### src/sv/tbs_pkg.sv
// ----------------------------------------------------------------------------
// tbs_pkg
// shared types and constants for the token bucket shaper
// ----------------------------------------------------------------------------
package tbs_pkg;

    localparam int QUEUE_DEPTH_DEF = 64;

    localparam int RATE_W   = 24;
    localparam int TOKEN_W  = 32;
    localparam int LIMIT_W  = 7;
    localparam int BYTES_W  = 16;
    localparam int TAG_W    = 16;
    localparam int COUNT_W  = 7;
    localparam int ACTION_W = 3;
    localparam int CFG_IDX_W = 2;
    localparam int CFG_DATA_W = 32;

    localparam logic [RATE_W-1:0]  RATE_RESET   = 24'd1000;
    localparam logic [TOKEN_W-1:0] DEPTH_RESET  = 32'd100000;
    localparam logic [LIMIT_W-1:0] QLIMIT_RESET = 7'd16;

    typedef enum logic [ACTION_W-1:0] {
        ACT_NONE     = 3'd0,
        ACT_FORWARD  = 3'd1,
        ACT_QUEUED   = 3'd2,
        ACT_DROPPED  = 3'd3,
        ACT_RELEASED = 3'd4
    } t_action;

    typedef enum logic [CFG_IDX_W-1:0] {
        CFG_RATE   = 2'd0,
        CFG_DEPTH  = 2'd1,
        CFG_QLIMIT = 2'd2
    } t_cfg_idx;

endpackage

### src/sv/token_bucket_shaper_unit.sv
// ----------------------------------------------------------------------------
// token_bucket_shaper_unit
// token bucket shaper with a holding queue kept in a dual-read memory
// ----------------------------------------------------------------------------
// usage:
//   input channel (i_in_valid / o_in_stall) carries one beat per step: a
//   packet arrival (i_cmd 0, size and tag) or a tick (i_cmd 1).
//   output channel (o_out_valid / i_out_stall) returns exactly one beat per
//   input beat, in order: action, tag, size, queue fill and tokens after it.
//   configuration writes (rate, bucket depth, queue limit) go over the
//   i_cfg_valid / o_cfg_ready channel, which is always ready.
//   an accepted beat reads the queue memory into the memory stage, and its
//   result is registered in the output register when that stage moves on.
//   throughput: one beat per cycle unless stalled; the memory is read at
//   the head and the slot after it on every accept, so a release in the
//   previous step never stalls the next; a fresh queue write is forwarded.
//   when the receiver stalls, the result holds and one more beat is taken
//   into the memory stage, then o_in_stall rises.
//   reset empties the queue, zeroes the bucket and reloads the register
//   defaults; the bucket fills to its depth at the first arrival.
// ----------------------------------------------------------------------------
module token_bucket_shaper_unit #(
    parameter int QUEUE_DEPTH = tbs_pkg::QUEUE_DEPTH_DEF
) (
    input  logic                              i_clk,
    input  logic                              i_rst_n,

    input  logic                              i_in_valid,
    output logic                              o_in_stall,
    input  logic                              i_cmd,
    input  logic [tbs_pkg::BYTES_W-1:0]       i_pkt_bytes,
    input  logic [tbs_pkg::TAG_W-1:0]         i_pkt_tag,

    output logic                              o_out_valid,
    input  logic                              i_out_stall,
    output logic [tbs_pkg::ACTION_W-1:0]      o_action,
    output logic [tbs_pkg::TAG_W-1:0]         o_out_tag,
    output logic [tbs_pkg::BYTES_W-1:0]       o_out_bytes,
    output logic [tbs_pkg::COUNT_W-1:0]       o_queued_count,
    output logic [tbs_pkg::TOKEN_W-1:0]       o_tokens_now,

    input  logic                              i_cfg_valid,
    output logic                              o_cfg_ready,
    input  logic [tbs_pkg::CFG_IDX_W-1:0]     i_cfg_index,
    input  logic [tbs_pkg::CFG_DATA_W-1:0]    i_cfg_data
);

    localparam int PTR_W  = (QUEUE_DEPTH > 1) ? $clog2(QUEUE_DEPTH) : 1;
    localparam int ENTRY_W = tbs_pkg::BYTES_W + tbs_pkg::TAG_W;
    localparam logic [31:0] DEPTH_32 = 32'(QUEUE_DEPTH);
    localparam logic [PTR_W-1:0] LAST_SLOT = PTR_W'(QUEUE_DEPTH - 1);

    // configuration registers
    logic [tbs_pkg::RATE_W-1:0]  r_rate;
    logic [tbs_pkg::TOKEN_W-1:0] r_depth;
    logic [tbs_pkg::LIMIT_W-1:0] r_qlimit;

    // bucket and queue control state
    logic [tbs_pkg::TOKEN_W-1:0] r_tokens, n_tokens;
    logic                        r_started;
    logic [PTR_W-1:0]            r_head, n_head;
    logic [PTR_W-1:0]            r_tail, n_tail;
    logic [tbs_pkg::COUNT_W-1:0] r_count, n_count;

    // memory stage
    logic                        r_s1_valid;
    logic                        r_s1_cmd;
    logic [tbs_pkg::BYTES_W-1:0] r_s1_bytes;
    logic [tbs_pkg::TAG_W-1:0]   r_s1_tag;
    logic [ENTRY_W-1:0]          r_rd_head;
    logic [ENTRY_W-1:0]          r_rd_next;
    logic                        r_adv;
    logic                        r_wfw;
    logic [PTR_W-1:0]            r_waddr;
    logic [ENTRY_W-1:0]          r_wdata;

    logic [ENTRY_W-1:0]          mem [QUEUE_DEPTH];

    // output register
    logic                        r_out_valid;
    tbs_pkg::t_action            r_action, n_action;
    logic [tbs_pkg::TAG_W-1:0]   r_out_tag, n_out_tag;
    logic [tbs_pkg::BYTES_W-1:0] r_out_bytes, n_out_bytes;

    logic                        in_fire;
    logic                        s1_go;
    logic [PTR_W-1:0]            head_nx;
    logic [ENTRY_W-1:0]          head_entry;
    logic [tbs_pkg::BYTES_W-1:0] head_bytes;
    logic [tbs_pkg::TAG_W-1:0]   head_tag;
    logic [tbs_pkg::TOKEN_W:0]   tick_sum;
    logic [tbs_pkg::TOKEN_W-1:0] tick_capped;
    logic [tbs_pkg::TOKEN_W-1:0] head_need;
    logic [tbs_pkg::TOKEN_W-1:0] arr_need;
    logic [tbs_pkg::TOKEN_W-1:0] arr_base;
    logic [tbs_pkg::COUNT_W-1:0] limit_eff;
    logic                        do_release;
    logic                        do_queue;

    assign o_cfg_ready = 1'b1;

    assign s1_go      = r_s1_valid && (!r_out_valid || !i_out_stall);
    assign o_in_stall = r_s1_valid && !s1_go;
    assign in_fire    = i_in_valid && !o_in_stall;

    assign head_nx = (r_head == LAST_SLOT) ? '0 : r_head + PTR_W'(1);

    // head entry: pick the slot that is head now, forward a write made
    // while the read was in flight
    always_comb begin
        head_entry = r_adv ? r_rd_next : r_rd_head;
        if (r_wfw && (r_waddr == r_head)) begin
            head_entry = r_wdata;
        end
    end
    assign head_bytes = head_entry[ENTRY_W-1 -: tbs_pkg::BYTES_W];
    assign head_tag   = head_entry[tbs_pkg::TAG_W-1:0];

    assign tick_sum    = {1'b0, r_tokens} + (tbs_pkg::TOKEN_W+1)'(r_rate);
    assign tick_capped = (tick_sum > {1'b0, r_depth}) ? r_depth
                                                      : tick_sum[tbs_pkg::TOKEN_W-1:0];
    assign head_need   = {13'b0, head_bytes, 3'b000};
    assign arr_need    = {13'b0, r_s1_bytes, 3'b000};
    assign arr_base    = r_started ? r_tokens : r_depth;
    assign limit_eff   = ({25'b0, r_qlimit} > DEPTH_32) ? tbs_pkg::COUNT_W'(QUEUE_DEPTH)
                                                        : r_qlimit;

    always_comb begin
        n_tokens    = r_tokens;
        n_head      = r_head;
        n_tail      = r_tail;
        n_count     = r_count;
        n_action    = tbs_pkg::ACT_NONE;
        n_out_tag   = '0;
        n_out_bytes = '0;
        do_release  = 1'b0;
        do_queue    = 1'b0;
        if (r_s1_cmd) begin
            n_tokens = tick_capped;
            if ((r_count != '0) && (tick_capped >= head_need)) begin
                do_release  = 1'b1;
                n_tokens    = tick_capped - head_need;
                n_head      = head_nx;
                n_count     = r_count - tbs_pkg::COUNT_W'(1);
                n_action    = tbs_pkg::ACT_RELEASED;
                n_out_tag   = head_tag;
                n_out_bytes = head_bytes;
            end
        end else begin
            n_tokens    = arr_base;
            n_out_tag   = r_s1_tag;
            n_out_bytes = r_s1_bytes;
            if ((r_count == '0) && (arr_base >= arr_need)) begin
                n_action = tbs_pkg::ACT_FORWARD;
                n_tokens = arr_base - arr_need;
            end else if (r_count < limit_eff) begin
                do_queue = 1'b1;
                n_action = tbs_pkg::ACT_QUEUED;
                n_tail   = (r_tail == LAST_SLOT) ? '0 : r_tail + PTR_W'(1);
                n_count  = r_count + tbs_pkg::COUNT_W'(1);
            end else begin
                n_action = tbs_pkg::ACT_DROPPED;
            end
        end
    end

    // queue memory: one write port, two registered read ports
    always_ff @(posedge i_clk) begin
        if (s1_go && do_queue) begin
            mem[r_tail] <= {r_s1_bytes, r_s1_tag};
        end
    end

    always_ff @(posedge i_clk) begin
        if (in_fire) begin
            r_rd_head <= mem[r_head];
            r_rd_next <= mem[head_nx];
            r_waddr   <= r_tail;
            r_wdata   <= {r_s1_bytes, r_s1_tag};
            r_s1_cmd  <= i_cmd;
            r_s1_bytes <= i_pkt_bytes;
            r_s1_tag  <= i_pkt_tag;
        end
    end

    always_ff @(posedge i_clk) begin
        if (!i_rst_n) begin
            r_rate      <= tbs_pkg::RATE_RESET;
            r_depth     <= tbs_pkg::DEPTH_RESET;
            r_qlimit    <= tbs_pkg::QLIMIT_RESET;
            r_tokens    <= '0;
            r_started   <= 1'b0;
            r_head      <= '0;
            r_tail      <= '0;
            r_count     <= '0;
            r_s1_valid  <= 1'b0;
            r_adv       <= 1'b0;
            r_wfw       <= 1'b0;
            r_out_valid <= 1'b0;
            r_action    <= tbs_pkg::ACT_NONE;
        end else begin
            if (i_cfg_valid && o_cfg_ready) begin
                case (i_cfg_index)
                    tbs_pkg::CFG_RATE:   r_rate   <= i_cfg_data[tbs_pkg::RATE_W-1:0];
                    tbs_pkg::CFG_DEPTH:  r_depth  <= i_cfg_data[tbs_pkg::TOKEN_W-1:0];
                    tbs_pkg::CFG_QLIMIT: r_qlimit <= i_cfg_data[tbs_pkg::LIMIT_W-1:0];
                    default: ;
                endcase
            end
            if (in_fire) begin
                r_s1_valid <= 1'b1;
                r_adv      <= s1_go && do_release;
                r_wfw      <= s1_go && do_queue;
            end else if (s1_go) begin
                r_s1_valid <= 1'b0;
            end
            if (s1_go) begin
                r_tokens    <= n_tokens;
                r_head      <= n_head;
                r_tail      <= n_tail;
                r_count     <= n_count;
                r_action    <= n_action;
                r_out_valid <= 1'b1;
                if (!r_s1_cmd) begin
                    r_started <= 1'b1;
                end
            end else if (!i_out_stall) begin
                r_out_valid <= 1'b0;
            end
        end
    end

    always_ff @(posedge i_clk) begin
        if (s1_go) begin
            r_out_tag   <= n_out_tag;
            r_out_bytes <= n_out_bytes;
        end
    end

    assign o_out_valid    = r_out_valid;
    assign o_action       = r_action;
    assign o_out_tag      = r_out_tag;
    assign o_out_bytes    = r_out_bytes;
    assign o_queued_count = r_count;
    assign o_tokens_now   = r_tokens;

    // queue fill moves by at most one entry per cycle
    a_count_step: assert property (@(posedge i_clk) disable iff (!i_rst_n)
        $past(i_rst_n) |-> (r_count == $past(r_count)) ||
                           (r_count == $past(r_count) + tbs_pkg::COUNT_W'(1)) ||
                           (r_count == $past(r_count) - tbs_pkg::COUNT_W'(1)))
        else $error("queue fill jumped");

    // fill never exceeds the storage
    a_count_max: assert property (@(posedge i_clk) disable iff (!i_rst_n)
        {25'b0, r_count} <= DEPTH_32)
        else $error("queue fill above storage depth");

    // a forwarded packet only passes an empty queue
    a_fwd_empty: assert property (@(posedge i_clk) disable iff (!i_rst_n)
        (o_out_valid && (r_action == tbs_pkg::ACT_FORWARD)) |-> (r_count == '0))
        else $error("forward with packets waiting");

    // an empty fill means tail and head point at the same slot
    a_ptr_count: assert property (@(posedge i_clk) disable iff (!i_rst_n)
        (r_count == '0) |-> (r_head == r_tail))
        else $error("empty queue with pointers apart");

endmodule
### config.mk
export PLATFORM = sky130hd
export DESIGN_NAME = token_bucket_shaper_unit
export DESIGN_NICKNAME = d
export VERILOG_FILES = /design/src/sv/tbs_pkg.sv /design/src/sv/token_bucket_shaper_unit.sv
export SDC_FILE = /design/constraint.sdc
export NUM_CORES = 2
export LEC_CHECK = 0
export BUFFER_PORTS_ARGS = -buffer_cell sky130_fd_sc_hd__buf_2
export CAP_MARGIN = 5
export CORE_MARGIN = 2
export CORE_UTILIZATION = 63
export DETAILED_ROUTE_END_ITERATION = 6
export GPL_ROUTABILITY_DRIVEN = 1
export GPL_TIMING_DRIVEN = 0
export PLACE_DENSITY = 0.76
export SYNTH_ARGS = -nofsm -noshare
export SYNTH_HDL_FRONTEND = slang
export SYNTH_SLANG_ARGS = --single-unit
### constraint.sdc
create_clock -name i_clk -period 10.23 [get_ports i_clk]
set_input_delay 1.023 -clock i_clk [delete_from_list [all_inputs] [get_ports i_clk]]
set_output_delay 1.023 -clock i_clk [all_outputs]
set_load 0.1 [all_outputs]
Word level (Yosys, flattened, before mapping). Memories as Yosys holds them, arrays and structs flattened. A register that Yosys moved wholly into a read port is not among the register bits. Cells that the tools add are included.

Add/subtract/negate cells: 7. Magnitude comparators: 5. Equal/unequal tests: 8. Multiplexer cells: 33. Bitwise operators: 2. Reductions and logical operators: 25.

Operators by type and width (count): two-way mux 32 bit (7); >= comparator 32 x 19 -> 1 bit (2); two-way mux 16 bit (4); subtractor 32 x 19 -> 32 bit (2); two-way mux 7 bit (5); adder 32 x 24 -> 33 bit (1); greater-than comparator 33 x 32 -> 1 bit (1); adder 6 x 1 -> 6 bit, second input constant (2); equality test 6 bit, second input constant (2); two-way mux 1 bit (12); two-way mux 6 bit (2); logical AND 1 bit (8); AND reduction 2 bit (4); AND reduction 4 bit (2); adder 7 x 1 -> 7 bit, second input constant (1); greater-than comparator 7 bit, second input constant (1); logical NOT 7 bit (1); < comparator 7 bit (1); nonzero test 7 bit (1); subtractor 7 x 1 -> 7 bit, second input constant (1); equality test 6 bit (1); two-way mux 3 bit (2); logical NOT 1 bit (4); != test 2 x 1 -> 1 bit, second input constant (2); 9 further kinds (11).

Register bits: 225. Bits in writable memories: 2048. Bits of input ports: 72. Output and inout port bits: 77. Memories kept: 1.

Memories: mem (depth 64, width 32, rd ports 2, clocked after Yosys merged registers in 2, write ports 1, RTL line token_bucket_shaper_unit.sv:77) `logic [ENTRY_W-1:0] mem [QUEUE_DEPTH];`.

Logic depth before layout (Yosys ltp).
Word-level depth: 9. Gate-level depth with buffers: 37. Depth with buffers taken out: 34.

Worst setup path after synthesis. No wires, ideal clock.

Path type: register to register. Start: register r_tokens (netlist bit o_tokens_now[14]). End: register r_out_tag (netlist bit o_out_tag[10]), data pin. Arrival time: 8.883 ns. Data required time: 9.970 ns. Slack: 1.087 ns. Cell stages (with the launch flop): 36. Buffers on the path: 7. Cell sequence: dfxtp_1 > ha_1 > buf_6 > a21oi_1 > o21ai_0 > a311o_1 > a221o_2 > o21a_4 > o2111a_1 > xor2_1 > ha_1 > nand3_1 > nor4_1 > nand4_1 > and2_0 > a22o_1 > nor2_1 > clkbuf_1 > clkbuf_1 > clkbuf_1 > nand2_1 > o21ai_0 > ha_1 > nor2b_1 > o21a_1 > o21ai_0 > a21oi_1 > a2111oi_1 > o22ai_1 > a2111o_1 > nor4_4 > a31o_1 > buf_4 > buf_2 > buf_2 > o2bb2ai_1.

Word-level cells in the longest chain between the ends: 7.

Ends and longest elaborated chain: start, declared (RTL line token_bucket_shaper_unit.sv:59) `logic [tbs_pkg::TOKEN_W-1:0] r_tokens, n_tokens;`; start signal, assigned (RTL line token_bucket_shaper_unit.sv:218) `r_tokens <= n_tokens;`; adder 32 x 24 -> 33 bit * (RTL line token_bucket_shaper_unit.sv:119) `assign tick_sum = {1'b0, r_tokens} + (tbs_pkg::TOKEN_W+1)'(r_rate);`; greater-than comparator 33 x 32 -> 1 bit (RTL line token_bucket_shaper_unit.sv:120) `assign tick_capped = (tick_sum > {1'b0, r_depth}) ? r_depth`; two-way mux 32 bit * (RTL line token_bucket_shaper_unit.sv:120); >= comparator 32 x 19 -> 1 bit * (RTL line token_bucket_shaper_unit.sv:140) `if ((r_count != '0) && (tick_capped >= head_need)) begin`; logical AND 1 bit * (RTL line token_bucket_shaper_unit.sv:140); two-way mux 16 bit * (RTL line token_bucket_shaper_unit.sv:140); two-way mux 16 bit * (RTL line token_bucket_shaper_unit.sv:138) `if (r_s1_cmd) begin`; named net n_out_tag (one bit) (RTL line token_bucket_shaper_unit.sv:82) `logic [tbs_pkg::TAG_W-1:0] r_out_tag, n_out_tag;`; end signal, assigned (RTL line token_bucket_shaper_unit.sv:235) `r_out_tag <= n_out_tag;`; end, declared (RTL line token_bucket_shaper_unit.sv:82).

Mark *: on every way through the listed nets, which the timed path passes. The rest lies on a longest branch. A chain may end at the register's enable or synchronous reset.

Worst setup path in the final report.
Start: register r_tokens (netlist bit o_tokens_now[0]). End: register r_out_tag (netlist bit o_out_tag[1]), data pin.

Same word-level chain as after synthesis.

==> key figures <==
Outcome
  – Status: complete, but fails checks
  – Failing checks: design-rule violations, max-capacitance violations, max-slew violations

Placement
  – Port bufs: 147
  – GPL Wtd Cong: 1.00
  – Dpl hpwl: approximately 300000 um
  – Place WS: -2.79 ns

Worst hold path
  – Worst hold path class: input pin to register

Floorplanning
  – I/O Pins: between 100 and 150
  – Core ar.: 0.174 mm^2
  – Chip height: about 420 um
  – Die ar.: 0.179 mm^2
  – Row cnt: 153
  – Starting Density: 63.5%
  – Die width: 423 um

Setup path
  – Crit path max-delay cell type: nor2_1
  – Worst setup endpoint: o_out_tag[1]
  – Worst setup SP type: register
  – CP Class: register to register
  – Arrival time worst endpoint: approximately 11 ns
  – CP Capture Type: register
  – Worst EP required: roughly 11 ns
  – Worst r2r dst: o_out_tag[1]
  – Largest stage delay on the critical path: approximately 0.60 ns
  – Reg-to-reg slack, setup: approximately 0.25 ns
  – Worst r2r src: o_tokens_now[0]
  – Crit path from: o_tokens_now[0]
  – Crit path max fanout: 10
  – R2r worst-path depth: 32

Detailed routing
  – Routed vias: slightly above 70000
  – TritonRoute pass-1 iters: 7
  – Final WL: 427000 um
  – Wirelength per Cell: 48.3 um
  – ANT nets after route: 0
  – Post-DR vias/cell: 8.18
  – Initial drt markers: around 15000
  – Drt drc: 8

Layout
  – Fraction of layout cells with a size suffix above 1: 34.2%
  – Synth-to-Final Area Change: 14.7%
  – Post-layout util: 72.8%
  – Commonest non-fill, non-tap cells in the layout: edfxtp_1 (2215), mux4_2 (1312), nand2_1 (304)
  – Commonest non-fill, non-tap cell in the layout: edfxtp_1
  – Nets@finish: 6488

Clock tree
  – Cts bufs inserted: 228
  – Htree depth: 4
  – Clock Path Buffers: 3
  – Hold Buf Count CTS: 0
  – Total clock sinks: 2337
  – CTS tree: done
  – Clock Latency Late Sink: 0.95 ns
  – CTS root buffer: clkbuf_16
  – Clock transition at the registers of the reported paths: 0.07 ns

Flow run
  – MaxCap Viol Count: 9

STA
  – Worst Skew: about 0.08 ns
  – RSZ-0062 raised after global routing: no
  – Max-slew violation count: 89
  – Final setup margin: 0.245 ns
  – Min Tclk post-route: 9.98 ns
  – Max_slew headroom: -8.32%
  – Actual slew at the worst max-slew pin: 1.62 ns
  – Max Clock Freq: approximately 0.1 GHz
  – Setup violations, final: 0
  – Final period util: 97.6%
  – Setup TNS: 0 ns
  – Final Hold Violating Endpoints: 0

Global routing
  – Largest net degree at the start of global routing: 84
  – Initial antenna violation count: 17
  – GRT Residual Overflow: 0
  – Tot GR Track Use: between 40% and 50%
  – First-pass GRT wire length: 574000 um
  – Vias in the first global route: 69400

Logic synthesis
  – Post-synth EDFFs: 2215
  – Ys Warns: 0
  – Async S/R FF share, synth: 0%
  – Synth Instances: 5710
  – Synth Net Count: 5887
  – Syn Area/Cell: 19.3 um^2
  – Sequential fraction of the synthesis area: 62.4%
  – Yosys reg bits: 2337
  – Syn Std Cell Area: 0.110 mm^2
  – Synth Flop Type: edfxtp_1
  – Yosys cell types: 94

Power and ir drop
  – Sw power: 8.37 mW
  – Power per cell area: roughly 210 mW/mm^2
  – Sw Share: roughly a third
  – Comb power frac: 25.7%
  – Sequential share of power: 41.1%
  – VDD IR max: about 0.00018 V
  – Clk pwr share: between 30% and 40%
  – Total power: 26.2 mW
  – Pint: 17.8 mW
  – Lkg Pwr: ~40 nW
-- layer usage --
| metal | up-vias | global-route usage (%) | routed length (um) | part of all wire (%) |
|---|---|---|---|---|
| met5 | - | 0.591 | 147 | 0.034 |
| met1 | 36500 | 58.7 | 126000 | 29 |
| met4 | 20 | 38.1 | 44800 | 10 |
| li1 | 25600 | - | - | - |
| met3 | 1951 | 19.4 | 71700 | 17 |
| met2 | 8173 | 68.5 | 185000 | 43 |
-- worst max-delay path: cells and delay by family (launching register included) --
kind	cells	cell delay [ns]
DFF	1	0.37
AOI/OAI and AO/OA	10	3.15
buffers and inverters	7	1.60
xor gates and xnor gates	1	0.33
and+or+nand+nor	9	2.35
muxes	1	0.44
adders and majority gates	4	1.40
-- logic make-up after synthesis --
| group | count (synthesis) | synth area share, % |
|---|---|---|
| flops | 2337 | 62.4 |
| other cells | 1 | 0.00340 |
| mux | 1414 | 27.7 |
| xor+xnor | 86 | 0.696 |
| simple gates | 709 | 2.95 |
| compound gates | 566 | 3.30 |
| buf+inv | 492 | 1.71 |
| fa+ha+maj | 105 | 1.22 |
-- sequential cells by signal, indices dropped and copies added, names as in the netlist, 24 cells and up --
name,flops
r_rd_head,32
mem,2048
r_depth,32
r_rd_next,32
r_wdata,32
o_tokens_now,32
r_rate,24
-- power groups by stage --
| stage | Sequential (mW) | Clock [mW] | Combinational [mW] |
|---|---|---|---|
| finish | 10.8 | 8.68 | 6.72 |
| global route | 10.8 | 8.93 | 6.82 |
| CTS | 10.7 | 8.59 | 6.41 |
| detailed placement | 10.9 | 0 | 6.27 |
| global placement | 11.1 | 0 | 5.99 |
| floorplan | 11.3 | 0 | 3.56 |
-- layout make-up --
type / instances / area [um^2]
flip-flops and latches: 2337 / 69000
fillers: 9973 / 47300
multi-input cells: 2881 / 40200
clock buffers: 275 / 5940
repair buffers: 372 / 5080
well taps: 2325 / 2910
plain buffers: 408 / 1680
clock inverters: 145 / 1570
inverters: 83 / 317
diodes: 17 / 42.5
-- synth_stat cells, drive strengths merged (5+ instances only) --
library cell / n / area [um^2]
nor3: 36 / 180
ha: 101 / 1260
mux4: 1312 / 29500
o31ai: 22 / 170
a211oi: 45 / 348
xnor2: 52 / 463
o21ai: 118 / 591
inv: 81 / 304
buf: 112 / 459
o221ai: 6 / 52.6
nand3b: 7 / 52.6
o21a: 15 / 128
nor2: 166 / 628
a31oi: 17 / 106
mux2: 12 / 135
nand2b: 14 / 87.6
o21bai: 8 / 60.1
nand4: 25 / 156
nand3: 46 / 230
o211ai: 15 / 113
nor4: 17 / 149
dfxtp: 122 / 2440
xor2: 34 / 305
a21oi: 195 / 980
clkbuf: 297 / 1110
or3: 8 / 50.1
and3: 15 / 93.8
a311oi: 5 / 50.0
nor3b: 5 / 37.5
mux2i: 90 / 901
nand2: 304 / 1140
edfxtp: 2215 / 66500
o2bb2ai: 17 / 149
and2: 6 / 37.5
nor2b: 40 / 250
a211o: 10 / 87.6
a21o: 36 / 270
and4: 6 / 52.6
a31o: 5 / 43.8
-- per-stage QoR --
stage          cell area, um^2  std cells  hold slack (ns)
2_1_floorplan           110000       5710            0.406
3_3_place_gp            114000       8182            0.414
3_5_place_dp            119000       8374            0.419
4_1_cts                 126000       8797            0.258
5_1_grt                 127000       8828            0.257
6_report                127000       8843            0.254
-- timing repair --
item                       4_1_cts  5_1_grt
setup endpoints to repair       76       74
setup buffers                    3        0
gates resized for setup         21        9
cloned                           0        0
pin swaps                        3        1
-- how the worst min path moves through the flow --
stage,slack [ns],from,end,cells past startpoint
floorplan,0.41,r_tail[3],r_waddr[3],0
global placement,0.41,r_tail[5],r_waddr[5],0
detailed placement,0.42,r_tail[3],r_waddr[3],0
CTS,0.26,i_pkt_tag[12],r_s1_tag[12],1
global route,0.26,i_pkt_tag[13],r_s1_tag[13],1
finish,0.25,i_pkt_tag[12],r_s1_tag[12],1
No activity file was read; power rests on OpenSTA's default activity.
